## src/rtl/ghal_ram.sv

```systemverilog
// Generic simple dual-port RAM, one write and one read port, registered read.
// No dependencies.
`default_nettype none

module ghal_ram #(
	parameter int WIDTH = 8,
	parameter int DEPTH = 16
) (
	input  wire logic                     clk,
	input  wire logic                     we,
	input  wire logic [$clog2(DEPTH)-1:0] waddr,
	input  wire logic [WIDTH-1:0]         wdata,
	input  wire logic                     re,
	input  wire logic [$clog2(DEPTH)-1:0] raddr,
	output      logic [WIDTH-1:0]         rdata
);

	logic [WIDTH-1:0] mem [DEPTH];

	// Write port
	always_ff @(posedge clk) begin
		if (we) begin
			mem[waddr] <= wdata;
		end
	end

	// Read port, data held while re is low
	always_ff @(posedge clk) begin
		if (re) begin
			rdata <= mem[raddr];
		end
	end

endmodule

`default_nettype wire

```

## config.mk

```make
export PLATFORM = sky130hd
export DESIGN_NAME = ghal_ram
export DESIGN_NICKNAME = d
export VERILOG_FILES = /design/src/rtl/ghal_ram.sv
export SDC_FILE = /design/constraint.sdc
export NUM_CORES = 1
export LEC_CHECK = 0
export BUFFER_PORTS_ARGS = -buffer_cell sky130_fd_sc_hd__buf_4
export CORE_MARGIN = 2
export CORE_UTILIZATION = 55
export DETAILED_ROUTE_END_ITERATION = 16
export GPL_ROUTABILITY_DRIVEN = 0
export PLACE_DENSITY = 0.79
export REMOVE_ABC_BUFFERS = 1
export SYNTH_ARGS = -nofsm -noshare
export SYNTH_HDL_FRONTEND = slang
export SYNTH_SLANG_ARGS = --single-unit
```

## constraint.sdc

```tcl
create_clock -name clk -period 2.65 [get_ports clk]
set_input_delay 0.795 -clock clk [delete_from_list [all_inputs] [get_ports clk]]
set_output_delay 0.795 -clock clk [all_outputs]
set_load 0.1 [all_outputs]
```

==> results of run 1 <==
cells in the mapped netlist:
cell	count	area share, %
a22oi_1	16	2.3
and2_1	1	0.12
and2b_1	1	0.14
buf_2	3	0.29
buf_4	1	0.14
buf_6	3	0.65
clkdlybuf4s25_2	3	0.57
edfxtp_1	136	78
mux4_1	14	7.0
mux4_2	18	7.8
nand2_1	9	0.65
nand2b_1	2	0.24
nand3_1	1	0.096
nand3b_1	2	0.29
nor2_1	13	0.93
nor2b_1	1	0.12
nor3_1	4	0.38
or3b_2	1	0.17
critical path, cell delays in order:
cell	delay, ps
buf_4	240
buf_12	190
mux4_1	600
a22oi_1	350
nand2_1	90
registers in the layout (all words and copies together) (netlist names):
register  cells
mem         128
rdata         8
cell families (layout without fill, tap and decap cells):
kind of cell	count (synthesis)	in the layout	synth area share [%]
AO/OA/AOI/OAI	16	16	2.30
buffers and inverters	10	79	1.65
AND/OR/NAND/NOR	35	35	3.14
flip-flops	136	136	78.1
multiplexers	32	32	14.8
final timing paths:
path              slack [ps]  depth (start not counted)  endpoint
setup / recovery         630                          5  rdata[5]
hold / removal           590                          1  rdata[4]
hold reg to reg          740                          3  rdata[2]
setup reg to reg        1040                          3  rdata[5]
layer usage:
metal	track usage (%)	up-vias	wire [um]	share of wire [%]
li1	-	1095	-	-
met1	32.4	1287	4390	42
met2	34.0	134	5150	50
met3	5.45	11	744	7.1
met4	9.15	0	120	1.2
met5	0	-	0	0
report_power, final:
part | leakage [nW] | internal (mW) | total [mW] | switching (mW)
registers | 1.24 | 2.42 | 2.44 | 0.0130
clock network | 0.258 | 1.32 | 2.12 | 0.805
logic | 0.619 | 0.113 | 0.323 | 0.210
total | 2.11 | 3.86 | 4.88 | 1.03
through the flow:
stage                     cells  total power, mW  setup WS [ps]  instance area [um2]
after floorplan             219             2.65            362                 5140
after global placement      395             2.79            187                 5690
after detailed placement    395             2.80            161                 5690
after CTS                   427             4.92            645                 6230
after global routing        427             5.03            619                 6230
final                       427             4.88            627                 6230
area by class of cell:
cell class                 instances  area [um2]
fill                             557        3010
clock inverter                    11         106
tap                              129         161
timing repair buffer              47         390
clock buffer                      21         429
multi-input combinational         83        1060
sequential                       136        4080
==> reports/metrics.csv, run 1 <==
metric;value;unit
total wire length;10400;um
worst-margin pin slew;639;ps
minimum clock period;2020;ps
register area share after synthesis;78.1;%
Worst Skew;17.0;ps
CORE AREA;9240;um2
Ports;27;
post-CTS setup buffers;0;
quantity of I/O buffers inserted on ports;26;
drt first pass iters;5;
static leakage;2.11;nW
Fin Setup TNS;0;ps
CTS Hold Bufs;0;
final core occ;67.4;%
Max Cap Viol;0;
RSZ-0062 raised after global routing;no;
wire length per cell;24.4;um
CP Data Required Time;2900;ps
Initial DRC Count;278;
Netlist cell types;18;
Num CTS Buffers;17;
global-route wire length before repair;15600;um
most common cell after layout, fill and taps aside;edfxtp_1;
CP Max Fanout;12;
final setup vio count;0;
largest net degree at the start of global routing;18;
Yosys reg bits;136;
vias in the first global route;2523;
post-detail-place hpwl;6330;um
share of cells above drive strength 1;30.5;%
Clock Latency Late Sink;520;ps
hold path startpoint;re;
Die H;101;um
via count;2527;
average vias per placed instance;5.92;
CTS Buffer Depth;2;
Setup crit end kind;flop;
die width;101;um
initial core utilization;56.6;%
post-CTS sizing;0;
Slew Limit Fails;0;
slew margin rel.;57.3;%
Syn. warnings;0;
CP arrival;2270;ps
DR DRC count;0;
most frequent cells in the layout;edfxtp_1 (136), buf_4 (44), mux4_2 (18), a22oi_1 (16), clkbuf_16 (16);
clock sinks;136;
Cell Area, Synth;5230;um2
total gr overflow;0;
CP startpoint;raddr[0];
CP startpoint kind;primary input;
site row count;35;
synthesized area per cell;22.8;um2
Setup Crit Path Kind;in2reg;
Peak VDD IR;0.500;mV
crit share post-route;76.3;%
Area Growth Syn to Fin;19.1;%
Min-Delay Path Class;in2reg;
final hold violation count;0;
initial antenna violation count;0;
root buffer cell;clkbuf_8;
Nets;304;
die area;10300;um2
highest clock rate;494;MHz
GRT Util Overall;22.5;%
ANT cells;0;
post-synthesis cell count;229;
Clk pin slew, worst setup/hold paths;60;ps
P per Cell Area;784;nW/um2
Hold Slack;587;ps
H-tree depth;4;
status;completed;
Post-DRT Antenna Nets;0;
CTS tree;done;
reg-to-reg startpoint;mem[0][5];
(Power assumes the default switching activity.)
==> run 2, diff against run 1 <==
Settings changed: ABC_AREA from default to 1, PLACE_DENSITY 0.79 to 0.81.
Clock period 2.65 ns to 1.8 ns, I/O delays scaled along.
==> reports/metrics.csv, run 2 <==
metric;value;unit;change
GRT met2 Usage;39.3;%;was 34.0%
post-CTS setup buffers;0;;unchanged
Initial DRC Count;321;;was 278
reg-to-reg slack, setup;590;ps;was 1040 ps
GRT Util Overall;23.6;%;was 22.5%
Hold Path Depth;1;;unchanged
CP startpoint kind;flop;;was primary input
highest clock rate;567;MHz;
max reg flops;128;;unchanged
total wire length;12800;um;was 10400 um
clock sinks;136;;unchanged
R2R Path End;rdata[1];;was rdata[5]
drt first pass iters;5;;unchanged
worst reg2reg path depth;6;;was 3
H-tree depth;4;;unchanged
average vias per placed instance;5.42;;was 5.92
hold path startpoint;re;;unchanged
die area;11500;um2;was 10300 um2
GRT met3 Usage;6.08;%;was 5.45%
CP Max Fanout;1;;was 12
cell with the most instances after synthesis;nand2_1;;was edfxtp_1
total gr overflow;0;;unchanged
Syn. warnings;0;;unchanged
CP top delay family;flip-flops;;was multiplexers
synth top area cells;edfxtp_1 (70%), nand2_1 (11%), nand3_1 (8.3%);;was edfxtp_1 (78%), mux4_2 (7.8%), mux4_1 (7.0%)
Max stage delay cell, worst path;edfxtp_1;;was mux4_1
Yosys reg bits;136;;unchanged
CP arrival;1220;ps;was 2270 ps
Peak VDD IR;0.603;mV;was 0.500 mV
critical path's largest stage delay;390;ps;was 600 ps
synthesized area per cell;10.6;um2;was 22.8 um2
site row count;37;;was 35
DR DRC count;0;;unchanged
Max Cap Viol;0;;unchanged
register area share after synthesis;69.8;%;was 78.1%
minimum clock period;1760;ps;
Setup crit end kind;output port;;was flop
post-detail-place hpwl;7540;um;was 6330 um
Ports;27;;unchanged
Min-Delay Path Class;in2reg;;unchanged
via count;4028;;was 2527
ANT cells;0;;unchanged
Post-synth EDFFs;136;;unchanged
Area Growth Syn to Fin;17.2;%;was 19.1%
crit share post-route;97.9;%;
worst-margin pin slew;609;ps;was 639 ps
most common cell after layout, fill and taps aside;nand2_1;;was edfxtp_1
Die H;107;um;was 101 um
Num CTS Buffers;17;;unchanged
met1 Usage GRT;29.5;%;was 32.4%
fraction of registers with async set/reset;0;%;unchanged
reg-to-reg startpoint;mem[7][1];;was mem[0][5]
slew margin rel.;59.4;%;was 57.3%
initial antenna violation count;0;;unchanged
vias in the first global route;3965;;was 2523
Netlist cell types;11;;was 18
share of cells above drive strength 1;12.7;%;was 30.5%
Slew Limit Fails;0;;unchanged
Top Registers;mem x128, rdata x8;;unchanged
worst-path cell chain;buf_4;;was buf_4 -> buf_12 -> mux4_1 -> a22oi_1 -> nand2_1
final hold violation count;0;;unchanged
Fin Setup TNS;0;ps;unchanged
global-route wire length before repair;20100;um;was 15600 um
post-synth top area cell;edfxtp_1;;unchanged
largest net degree at the start of global routing;65;;was 18
Yosys top cell area share;69.8;%;was 78.1%
root buffer cell;clkbuf_8;;unchanged
initial core utilization;56.6;%;about the same
static leakage;2.96;nW;was 2.11 nW
P per Cell Area;1110;nW/um2;was 784 nW/um2
RSZ-0062 raised after global routing;no;;unchanged
quantity of I/O buffers inserted on ports;26;;unchanged
hold path endpoint;rdata[1];;was rdata[4]
Setup Crit Path Kind;reg2out;;was in2reg
Most flops, register;mem;;unchanged
final setup vio count;0;;unchanged
gr busiest metal;met2;;unchanged
Nets;613;;was 304
post-synthesis cell count;551;;was 229
Pwr Total;7.62;mW;was 4.88 mW
status;completed;;unchanged
CTS Buffer Depth;2;;unchanged
top cells by count, synth;nand2_1 (173), edfxtp_1 (136), inv_1 (100), nand3_1 (97), nor2_1 (17);;was edfxtp_1 (136), mux4_2 (18), a22oi_1 (16), mux4_1 (14), nor2_1 (13)
main flop type after synthesis;edfxtp_1;;unchanged
CORE AREA;10300;um2;was 9240 um2
most frequent cells in the layout;nand2_1 (173), edfxtp_1 (136), inv_1 (100), nand3_1 (97), buf_4 (44);;was edfxtp_1 (136), buf_4 (44), mux4_2 (18), a22oi_1 (16), clkbuf_16 (16)
Cell Area, Synth;5850;um2;was 5230 um2
fill cell count;739;;was 557
Clock Latency Late Sink;520;ps;about the same
Worst Skew;7.97;ps;was 17.0 ps
Worst Path Buf+Inv;1;;was 2
Post-DRT Antenna Nets;0;;unchanged
CP Data Required Time;1260;ps;was 2900 ps
CTS tree;done;;unchanged
die width;107;um;was 101 um
wire length per cell;17.2;um;was 24.4 um
Clk pin slew, worst setup/hold paths;60;ps;about the same
==> run 2: changes by cell type after synthesis, sizes merged, moves of 4 or more <==
cell   previous run  this run
nand3             1        97
mux4             32         0
buf               7        24
nor2             13        17
nand2             9       173
inv               0       102
a22oi            16         0
nor3              4         0
==> run 2: worst max-delay path by stage <==
stage                   from  slack [ps]  depth (start not counted)  endpoint
finish              rdata[3]          40                          1  rdata[3]
global route        rdata[3]           5                          1  rdata[3]
CTS                 rdata[0]           4                          1  rdata[0]
detailed placement  raddr[1]          90                          6  rdata[3]
global placement    raddr[1]         140                          6  rdata[1]
floorplan           raddr[0]         140                          6  rdata[2]
==> run 2: cells by family (layout without fill, tap and decap cells) <==
family | Yosys count | in the layout | synth area share (%)
buffers and inverters | 126 | 182 | 9.39
DFF | 136 | 136 | 69.8
and+or+nand+nor | 289 | 289 | 20.8
==> run 2: routing by layer <==
layer | routed length, um | vias up
li1 | - | 1867
met1 | 4900 | 1917
met2 | 6510 | 211
met3 | 1010 | 33
met4 | 352 | 0
met5 | 0 | -
==> run 2: layout make-up <==
class | instances | area, um2 | area share [%]
Timing Repair Buffer | 48 | 402 | 5.86
Multi-Input combinational cell | 289 | 1210 | 17.7
Clock inverter | 13 | 176 | 2.58
Inverter | 102 | 383 | 5.59
Clock buffer | 19 | 422 | 6.16
Tap cell | 136 | 170 | 2.48
Sequential cell | 136 | 4080 | 59.6
==> run 2: what timing repair did <==
item,in CTS,in global routing
gates resized for setup,0,1
hold buffers,0,0
endpoints found under the setup margin,0,1
==> run 2: metrics by stage <==
step | hold WS, ps | util (%) | setup WS [ps] | cells | instance area (um2)
after floorplan | 639 | - | 139 | 527 | 5680
after global placement | 720 | 60.5 | 135 | 711 | 6250
after detailed placement | 740 | 60.5 | 89.4 | 711 | 6250
after CTS | 303 | 66.3 | 3.83 | 743 | 6850
after global routing | 306 | 66.4 | 5.16 | 743 | 6850
final | 321 | 66.4 | 37.4 | 743 | 6850
==> run 2: report_power, final <==
| part | leakage, nW | switching [mW] | internal [mW] |
|---|---|---|---|
| Clock | 0.281 | 1.24 | 2.24 |
| Sequential | 1.24 | 0.0240 | 3.57 |
| Combinational | 1.45 | 0.399 | 0.152 |
| Total | 2.96 | 1.67 | 5.96 |
