<file path="config.mk">
export PLATFORM = sky130hd
export DESIGN_NAME = ghal_ctrl_flat
export DESIGN_NICKNAME = d
export VERILOG_FILES = /design/src/rtl/ghal_pkg.sv /design/src/rtl/ghal_req_if.sv /design/src/rtl/ghal_rsp_if.sv /design/src/rtl/ghal_ctrl.sv /design/src/flat_wrapper.sv
export SDC_FILE = /design/constraint.sdc
export NUM_CORES = 1
export LEC_CHECK = 0
export BUFFER_PORTS_ARGS = -buffer_cell sky130_fd_sc_hd__clkbuf_2
export CAP_MARGIN = 40
export CORE_ASPECT_RATIO = 1.1
export CORE_UTILIZATION = 45
export DETAILED_ROUTE_END_ITERATION = 12
export HOLD_SLACK_MARGIN = 0.12
export MAX_ROUTING_LAYER = met4
export PLACE_DENSITY = 0.72
export SETUP_SLACK_MARGIN = 0.3
export SLEW_MARGIN = 10
export SYNTH_ARGS = -nofsm -noshare
export SYNTH_HDL_FRONTEND = slang
export SYNTH_SLANG_ARGS = --single-unit
</file>
<file path="constraint.sdc">
create_clock -name clk -period 3 [get_ports clk]
set_clock_uncertainty 0.2 [all_clocks]
set_input_delay 0 -clock clk [delete_from_list [all_inputs] [get_ports clk]]
set_output_delay 0 -clock clk [all_outputs]
set_load 0.02 [all_outputs]
</file>
<file path="src/rtl/ghal_pkg.sv">
// Shared types and constants of the generational handle allocator.
// No dependencies; the interfaces and the allocator modules import this package.
`default_nettype none

package ghal_pkg;

	// Sizing
	localparam int SLOT_COUNT = 1024;
	localparam int GEN_WIDTH  = 16;
	localparam int IDX_W      = $clog2(SLOT_COUNT);
	localparam int CNT_W      = IDX_W + 1;
	localparam int OP_W       = 3;
	localparam int STATUS_W   = 2;

	localparam logic [GEN_WIDTH-1:0] GEN_MAX = {GEN_WIDTH{1'b1}};

	typedef enum logic [OP_W-1:0] {
		OP_ALLOC   = 3'd0,
		OP_RESERVE = 3'd1,
		OP_DESTROY = 3'd2,
		OP_RELEASE = 3'd3,
		OP_COMMIT  = 3'd4,
		OP_CHECK   = 3'd5
	} op_t;

	typedef enum logic [STATUS_W-1:0] {
		ST_OK    = 2'd0,
		ST_STALE = 2'd1,
		ST_FULL  = 2'd2
	} status_t;

	typedef enum logic [1:0] {
		COND_FREE     = 2'd0,
		COND_RESERVED = 2'd1,
		COND_ALIVE    = 2'd2
	} cond_t;

	// One entry of the slot memory
	typedef struct packed {
		logic [GEN_WIDTH-1:0] gen;
		cond_t                cond;
	} slot_ent_t;

	localparam int SLOT_ENT_W = $bits(slot_ent_t);

	typedef struct packed {
		logic             re;
		logic [IDX_W-1:0] addr;
	} mem_rd_t;

	typedef struct packed {
		logic             we;
		logic [IDX_W-1:0] addr;
		slot_ent_t        data;
	} slot_wr_t;

	typedef struct packed {
		logic             we;
		logic [IDX_W-1:0] addr;
		logic [IDX_W-1:0] data;
	} stack_wr_t;

endpackage

`default_nettype wire

</file>
<file path="src/rtl/ghal_req_if.sv">
// Request channel: valid/ready handshake carrying one operation word.
// Depends on ghal_pkg for field widths.
`default_nettype none

interface ghal_req_if;
	import ghal_pkg::*;

	logic                 valid;
	logic                 ready;
	logic [OP_W-1:0]      op;
	logic [IDX_W-1:0]     handle_index;
	logic [GEN_WIDTH-1:0] handle_generation;

	modport source (output valid, output op, output handle_index,
		output handle_generation, input ready);
	modport sink (input valid, input op, input handle_index,
		input handle_generation, output ready);
endinterface

`default_nettype wire

</file>
<file path="src/rtl/ghal_rsp_if.sv">
// Response channel: valid/ready handshake carrying one result word.
// Depends on ghal_pkg for field widths.
`default_nettype none

interface ghal_rsp_if;
	import ghal_pkg::*;

	logic                 valid;
	logic                 ready;
	logic [STATUS_W-1:0]  status;
	logic [IDX_W-1:0]     out_index;
	logic [GEN_WIDTH-1:0] out_generation;

	modport source (output valid, output status, output out_index,
		output out_generation, input ready);
	modport sink (input valid, input status, input out_index,
		input out_generation, output ready);
endinterface

`default_nettype wire

</file>
<file path="src/rtl/ghal_ctrl.sv">
// Sequencer of the allocator: reads slot and free-stack memories, decides,
// writes back and fills the result register. Depends on ghal_pkg and the
// channel interfaces; it drives the two RAMs instantiated at the top level.
`default_nettype none

module ghal_ctrl (
	input  wire logic               clk,
	input  wire logic               arst_n,
	ghal_req_if.sink                req,
	ghal_rsp_if.source              rsp,
	output      ghal_pkg::mem_rd_t  slot_rd,
	input  wire ghal_pkg::slot_ent_t slot_rdata,
	output      ghal_pkg::slot_wr_t slot_wr,
	output      ghal_pkg::mem_rd_t  stack_rd,
	input  wire logic [ghal_pkg::IDX_W-1:0] stack_rdata,
	output      ghal_pkg::stack_wr_t stack_wr
);
	import ghal_pkg::*;

	typedef enum logic [2:0] {
		S_IDLE = 3'b001,
		S_POP  = 3'b010,
		S_EXEC = 3'b100
	} state_t;

	state_t               state_q, state_nxt;
	op_t                  op_q;
	logic [GEN_WIDTH-1:0] hgen_q;
	logic [IDX_W-1:0]     idx_q;
	logic [CNT_W-1:0]     opened_q, opened_nxt;
	logic [CNT_W-1:0]     depth_q, depth_nxt;

	logic                 rsp_valid_q;
	status_t              status_q, status_nxt;
	logic [IDX_W-1:0]     oidx_q, oidx_nxt;
	logic [GEN_WIDTH-1:0] ogen_q, ogen_nxt;

	logic accept, pop, fire, in_range, gen_ok;
	op_t  req_op;

	assign req_op   = op_t'(req.op);
	assign req.ready = (state_q == S_IDLE);
	assign accept   = req.valid && req.ready;
	// allocate/reserve with a non-empty free stack goes through the pop state
	assign pop      = ((req_op == OP_ALLOC) || (req_op == OP_RESERVE)) && (depth_q != '0);
	assign fire     = (state_q == S_EXEC) && (!rsp_valid_q || rsp.ready);

	assign in_range = ({1'b0, idx_q} < opened_q);
	assign gen_ok   = (slot_rdata.gen == hgen_q);

	// Memory read requests and next state
	always_comb begin
		state_nxt     = state_q;
		slot_rd.re    = 1'b0;
		slot_rd.addr  = req.handle_index;
		stack_rd.re   = 1'b0;
		stack_rd.addr = depth_q[IDX_W-1:0] - IDX_W'(1);
		unique case (state_q)
			S_IDLE: begin
				if (accept) begin
					if (pop) begin
						stack_rd.re = 1'b1;
						state_nxt   = S_POP;
					end else begin
						slot_rd.re = 1'b1;
						state_nxt  = S_EXEC;
					end
				end
			end
			S_POP: begin
				slot_rd.re   = 1'b1;
				slot_rd.addr = stack_rdata;
				state_nxt    = S_EXEC;
			end
			S_EXEC: begin
				if (fire) begin
					state_nxt = S_IDLE;
				end
			end
			default: state_nxt = S_IDLE;
		endcase
	end

	// Decision and write-back
	always_comb begin
		opened_nxt    = opened_q;
		depth_nxt     = depth_q;
		status_nxt    = ST_STALE;
		oidx_nxt      = '0;
		ogen_nxt      = '0;
		slot_wr.we    = 1'b0;
		slot_wr.addr  = idx_q;
		slot_wr.data  = slot_rdata;
		stack_wr.we   = 1'b0;
		stack_wr.addr = depth_q[IDX_W-1:0];
		stack_wr.data = idx_q;
		unique case (op_q) inside
			OP_ALLOC, OP_RESERVE: begin
				slot_wr.data.cond = (op_q == OP_ALLOC) ? COND_ALIVE : COND_RESERVED;
				if (depth_q != '0) begin
					// reuse the popped slot with the next generation
					slot_wr.we       = 1'b1;
					slot_wr.data.gen = slot_rdata.gen + GEN_WIDTH'(1);
					depth_nxt        = depth_q - CNT_W'(1);
					status_nxt       = ST_OK;
					oidx_nxt         = idx_q;
					ogen_nxt         = slot_wr.data.gen;
				end else if (opened_q < CNT_W'(SLOT_COUNT)) begin
					// open a fresh slot at generation zero
					slot_wr.we       = 1'b1;
					slot_wr.addr     = opened_q[IDX_W-1:0];
					slot_wr.data.gen = '0;
					opened_nxt       = opened_q + CNT_W'(1);
					status_nxt       = ST_OK;
					oidx_nxt         = opened_q[IDX_W-1:0];
				end else begin
					status_nxt = ST_FULL;
				end
			end
			OP_DESTROY, OP_RELEASE: begin
				if (in_range && gen_ok && (slot_rdata.cond ==
						((op_q == OP_DESTROY) ? COND_ALIVE : COND_RESERVED))) begin
					slot_wr.we        = 1'b1;
					slot_wr.data.cond = COND_FREE;
					status_nxt        = ST_OK;
					// a slot at the top generation is retired
					if ((slot_rdata.gen != GEN_MAX) && (depth_q < CNT_W'(SLOT_COUNT))) begin
						stack_wr.we = 1'b1;
						depth_nxt   = depth_q + CNT_W'(1);
					end
				end
			end
			OP_COMMIT: begin
				if (in_range && gen_ok && (slot_rdata.cond == COND_RESERVED)) begin
					slot_wr.we        = 1'b1;
					slot_wr.data.cond = COND_ALIVE;
					status_nxt        = ST_OK;
				end
			end
			OP_CHECK: begin
				if (in_range && gen_ok && (slot_rdata.cond == COND_ALIVE)) begin
					status_nxt = ST_OK;
				end
			end
			default: status_nxt = ST_STALE;
		endcase
		if (!fire) begin
			slot_wr.we  = 1'b0;
			stack_wr.we = 1'b0;
		end
	end

	// Control registers
	always_ff @(posedge clk or negedge arst_n) begin
		if (!arst_n) begin
			state_q     <= S_IDLE;
			opened_q    <= '0;
			depth_q     <= '0;
			rsp_valid_q <= 1'b0;
		end else begin
			state_q <= state_nxt;
			if (fire) begin
				opened_q    <= opened_nxt;
				depth_q     <= depth_nxt;
				rsp_valid_q <= 1'b1;
			end else if (rsp.ready) begin
				rsp_valid_q <= 1'b0;
			end
		end
	end

	// Request and result payload
	always_ff @(posedge clk) begin
		if (accept) begin
			op_q   <= req_op;
			hgen_q <= req.handle_generation;
			idx_q  <= req.handle_index;
		end else if (state_q == S_POP) begin
			idx_q <= stack_rdata;
		end
		if (fire) begin
			status_q <= status_nxt;
			oidx_q   <= oidx_nxt;
			ogen_q   <= ogen_nxt;
		end
	end

	assign rsp.valid          = rsp_valid_q;
	assign rsp.status         = status_q;
	assign rsp.out_index      = oidx_q;
	assign rsp.out_generation = ogen_q;

endmodule

`default_nettype wire
</file>
<file path="src/flat_wrapper.sv">
// flat-port wrapper written by rule: the top's interface ports become plain ports
module ghal_ctrl_flat import ghal_pkg::*;
  (clk, arst_n, slot_rd, slot_rdata, slot_wr, stack_rd, stack_rdata, stack_wr, req_valid, req_op, req_handle_index, req_handle_generation, req_ready, rsp_valid, rsp_status, rsp_out_index, rsp_out_generation, rsp_ready);
  ghal_req_if req_i ();
  ghal_rsp_if rsp_i ();
  input  wire logic clk;
  input  wire logic arst_n;
  output      ghal_pkg::mem_rd_t slot_rd;
  input  wire ghal_pkg::slot_ent_t slot_rdata;
  output      ghal_pkg::slot_wr_t slot_wr;
  output      ghal_pkg::mem_rd_t stack_rd;
  input  wire logic [ghal_pkg::IDX_W-1:0] stack_rdata;
  output      ghal_pkg::stack_wr_t stack_wr;
  input wire logic [$bits(req_i.valid)-1:0] req_valid;
  input wire logic [$bits(req_i.op)-1:0] req_op;
  input wire logic [$bits(req_i.handle_index)-1:0] req_handle_index;
  input wire logic [$bits(req_i.handle_generation)-1:0] req_handle_generation;
  output wire logic [$bits(req_i.ready)-1:0] req_ready;
  output wire logic [$bits(rsp_i.valid)-1:0] rsp_valid;
  output wire logic [$bits(rsp_i.status)-1:0] rsp_status;
  output wire logic [$bits(rsp_i.out_index)-1:0] rsp_out_index;
  output wire logic [$bits(rsp_i.out_generation)-1:0] rsp_out_generation;
  input wire logic [$bits(rsp_i.ready)-1:0] rsp_ready;
  assign req_i.valid = req_valid;
  assign req_i.op = req_op;
  assign req_i.handle_index = req_handle_index;
  assign req_i.handle_generation = req_handle_generation;
  assign req_ready = req_i.ready;
  assign rsp_valid = rsp_i.valid;
  assign rsp_status = rsp_i.status;
  assign rsp_out_index = rsp_i.out_index;
  assign rsp_out_generation = rsp_i.out_generation;
  assign rsp_i.ready = rsp_ready;
  ghal_ctrl u_core (.clk(clk), .arst_n(arst_n), .req(req_i), .rsp(rsp_i), .slot_rd(slot_rd), .slot_rdata(slot_rdata), .slot_wr(slot_wr), .stack_rd(stack_rd), .stack_rdata(stack_rdata), .stack_wr(stack_wr));
endmodule
</file>
==> results.md <==
- Status: finished, final reports clean
- DR WL/cell: approximately 16 microns
- Grt ovf: 0
- Type of the worst setup path: flip-flop to output port
- Critical Path Slowest Stage Cell: edfxtp_1
- Total CTS buffers: 9
- VDD IR-drop max: 0.000613 V
- Critical path's most frequent cell: o21ai_0
- Synthesis warning total: 0
- Setup TNS Final: 0 ps
- First-pass GRT wire length: 22.4 mm
- Root buf cell: clkbuf_16
- H-tree Lvls: 3
- Synth Instances: between 400 and 500
- Avg Cell Area, Syn: 10.5 sq um
- Via count: approximately 4700
- Final Core Density: 0.664
- Met1 Track Usage GR: 0.283
- Final Critical Period: 2660 ps
- Startpoint Class: flip-flop
- Final WL: 14.4 mm
- Crit-path cells: ha_1 > nand2_1 > o21ai_0 > a21oi_2 > o211ai_4 > o21ai_0 > a22oi_1 > clkbuf_4
- Worst slack, placed: 167 ps
- Number of I/O port buffers: 162
- Critical Path AT: 2460 ps
- Slew headroom: 0.710
- Initial Utilization: 0.472
- Max-cap viol count: 0
- Final net count: around 810
- Slew Limit Fails: 0
- Placed cell areas: a little over 6000 sq um
- CTS tree: done
- Synth unique cells: 57
- Initial DRC count: 386
- Filler cells: just under 900
- GRT Max-Usage Layer: met2
- F_max: between 300 and 400 MHz
- ANT cells: 0
- Mapped Area: 5240 sq um
- Min-Delay Path Class: input pin to flip-flop
- I/O Pins: 163
- DIE AREA: 12100 sq um
- Site row count: 40
- Core box area: about 11000 sq um
- Vias in the first global route: 4629
- Design area: about 7400 sq um
- Clock latency on the worst-skew pair: 340 ps
- Met2 global-route usage: 0.423
- Critical Path Fanout Max: 6
- Worst-Margin Slew: 424 ps
- Async S/R FF share, synth: 0.313
- Die width: 105 microns
- Clock transition at path regs: around 60 ps
- Post-synth EDFFs: 57
- Required time worst endpoint: 2800 ps
- Tcrit/Tclk final: 0.887
- PwrDens: slightly below 700 nW/um^2
- DRC errors left: 0
- Met3 Usage GRT: 0.0556
- Worst stage delay on the critical path: about 430 ps
- Overall die height: between 100 and 150 microns
- Register Area: 2370 sq um
- Mapped Nets: 580
- Layout area overhead: 40.8%
- Final Worst Setup Slack: 339 ps
- Share of layout cells above drive strength 1: 0.371
- RSZ-0062 raised after global routing: true
- Placer Congestion: 0.919
- Final setup vio count: 0
- Setup crit end kind: output port
- Number of antenna-violating nets in the routed design: 0
- Seq/Total Area, Yosys: 0.451
- Final hold slack: 164 ps
- Multi-input combinational cell area: 2720 sq um
- Clk sinks: 83
- Seq cells post-synth: between 80 and 90
- GRT Total Usage: 0.246
- Max clock buf depth: 2
- Pre-antenna DRT Iters: 4
- P_leak: 3.18 nW
- Detail Placement HPWL: 9.92 mm
- Vias per std cell: 5.33
- Largest net degree at the start of global routing: 33
- Synth Flop Type: edfxtp_1
- Initial antenna violation count: 0
- Final hold vios: 0
## Yosys cell counts, types with 2 or more instances
cell,number,share of area
inv_1,20,0.014
buf_2,11,0.011
o31ai_1,8,0.011
or3_1,4,0.0048
nand2b_1,7,0.0084
mux2_2,38,0.082
nor2_1,47,0.034
o2bb2ai_1,2,0.0033
nor4_1,4,0.0048
dfrtp_1,25,0.12
nor3_1,8,0.0076
nor2b_1,9,0.011
a21oi_1,21,0.020
xor2_1,13,0.022
a211oi_1,4,0.0057
buf_4,11,0.016
and2_1,3,0.0036
a21o_1,6,0.0086
ha_1,21,0.050
a22o_1,10,0.017
xnor2_1,41,0.068
nand2_1,34,0.024
nor4_4,2,0.0081
nand3_1,14,0.013
and3_1,8,0.0095
nand4_1,6,0.0072
clkbuf_1,3,0.0021
buf_1,2,0.0014
o21ai_0,26,0.025
nor3b_1,3,0.0043
buf_6,2,0.0043
or2_2,2,0.0024
edfxtp_1,57,0.33
a21boi_0,2,0.0029
## worst paths after layout
kind | start | to | slack (ps) | cells after the start
min in group asynchronous | arst_n | u_core.state_q[0] | 600 | 3
max in group asynchronous | arst_n | u_core.depth_q[0] | 1810 | 4
hold / removal | slot_rdata[0] | u_core.rsp.status[0] | 160 | 7
setup reg to reg | u_core.idx_q[2] | u_core.depth_q[2] | 420 | 9
setup / recovery | u_core.idx_q[2] | slot_wr[0] | 340 | 8
hold reg to reg | u_core.opened_q[10] | u_core.opened_q[10] | 290 | 1
## kinds of logic after synthesis
family | share of synthesized area
xor gates and xnor gates | 0.0902
DFF | 0.451
AOI/OAI and AO/OA | 0.117
muxes | 0.0857
adders and majority gates | 0.0539
and+or+nand+nor | 0.153
buffers and inverters | 0.0494
## per-stage QoR
step	instances	power [W]
global placement	786	0.00357
floorplan	497	0.00310
CTS	874	0.00499
finish	882	0.00508
global route	882	0.00535
detailed placement	786	0.00361
## critical path: cells and delay by family, from the launching register on
kind                       cells  cell delay, ps
buffers and inverters          1             240
AOI/OAI and AO/OA              5            1050
adders and majority gates      1             330
and+or+nand+nor                1              50
DFF                            1             430
## routing by layer
| metal | share of wire | routed length (microns) |
|---|---|---|
| met4 | 0.027 | 386 |
| met1 | 0.40 | 5820 |
| met2 | 0.51 | 7360 |
| met5 | 0 | 0 |
| met3 | 0.061 | 878 |
## registers in the layout, summed over array words and instances, names as in the netlist
register                   flops
u_core.rsp.valid               1
u_core.opened_q               11
u_core.op_q                    3
u_core.rsp.out_index          10
u_core.idx_q                  10
u_core.rsp.out_generation     16
u_core.rsp.status              2
u_core.depth_q                11
u_core.state_q                 3
u_core.hgen_q                 16
## layout by cell type (no fill, tap or decap), types with 18 or more instances in the layout
| cell type | Yosys | layout |
|---|---|---|
| xnor2_1 | 41 | 41 |
| a21oi_1 | 21 | 18 |
| ha_1 | 21 | 20 |
| mux2_2 | 38 | 38 |
| nand2_1 | 34 | 33 |
| o21ai_0 | 26 | 24 |
| edfxtp_1 | 57 | 57 |
| inv_1 | 20 | 18 |
| dlygate4sd3_1 | 0 | 65 |
| dfrtp_1 | 25 | 22 |
| clkbuf_2 | 1 | 159 |
| nor2_1 | 47 | 46 |
| buf_4 | 11 | 21 |
## layout make-up
cell class / count / share of cell area
clock inverter: 6 / 0.0119
inverter: 20 / 0.0105
timing repair buffer: 252 / 0.231
tap: 147 / 0.0249
sequential: 83 / 0.321
clock buffer: 10 / 0.0324
multi-input combinational: 364 / 0.369
## where the power goes
part           internal [W]  leakage, nW  switching, W  total (W)
clock              0.000752        0.153      0.000462    0.00121
sequential          0.00143        0.847      0.000193    0.00162
combinational      0.000952         2.18       0.00129    0.00225
## timing repair
| action | CTS | global route |
|---|---|---|
| endpoints found under the hold margin | 76 | 0 |
| hold buffers | 66 | 0 |
| resized for setup | 13 | 24 |
| endpoints found under the setup margin | 45 | 44 |
| pin swaps | 2 | 4 |
| setup buffers | 6 | 8 |
Power figures use the tool's default switching activity.
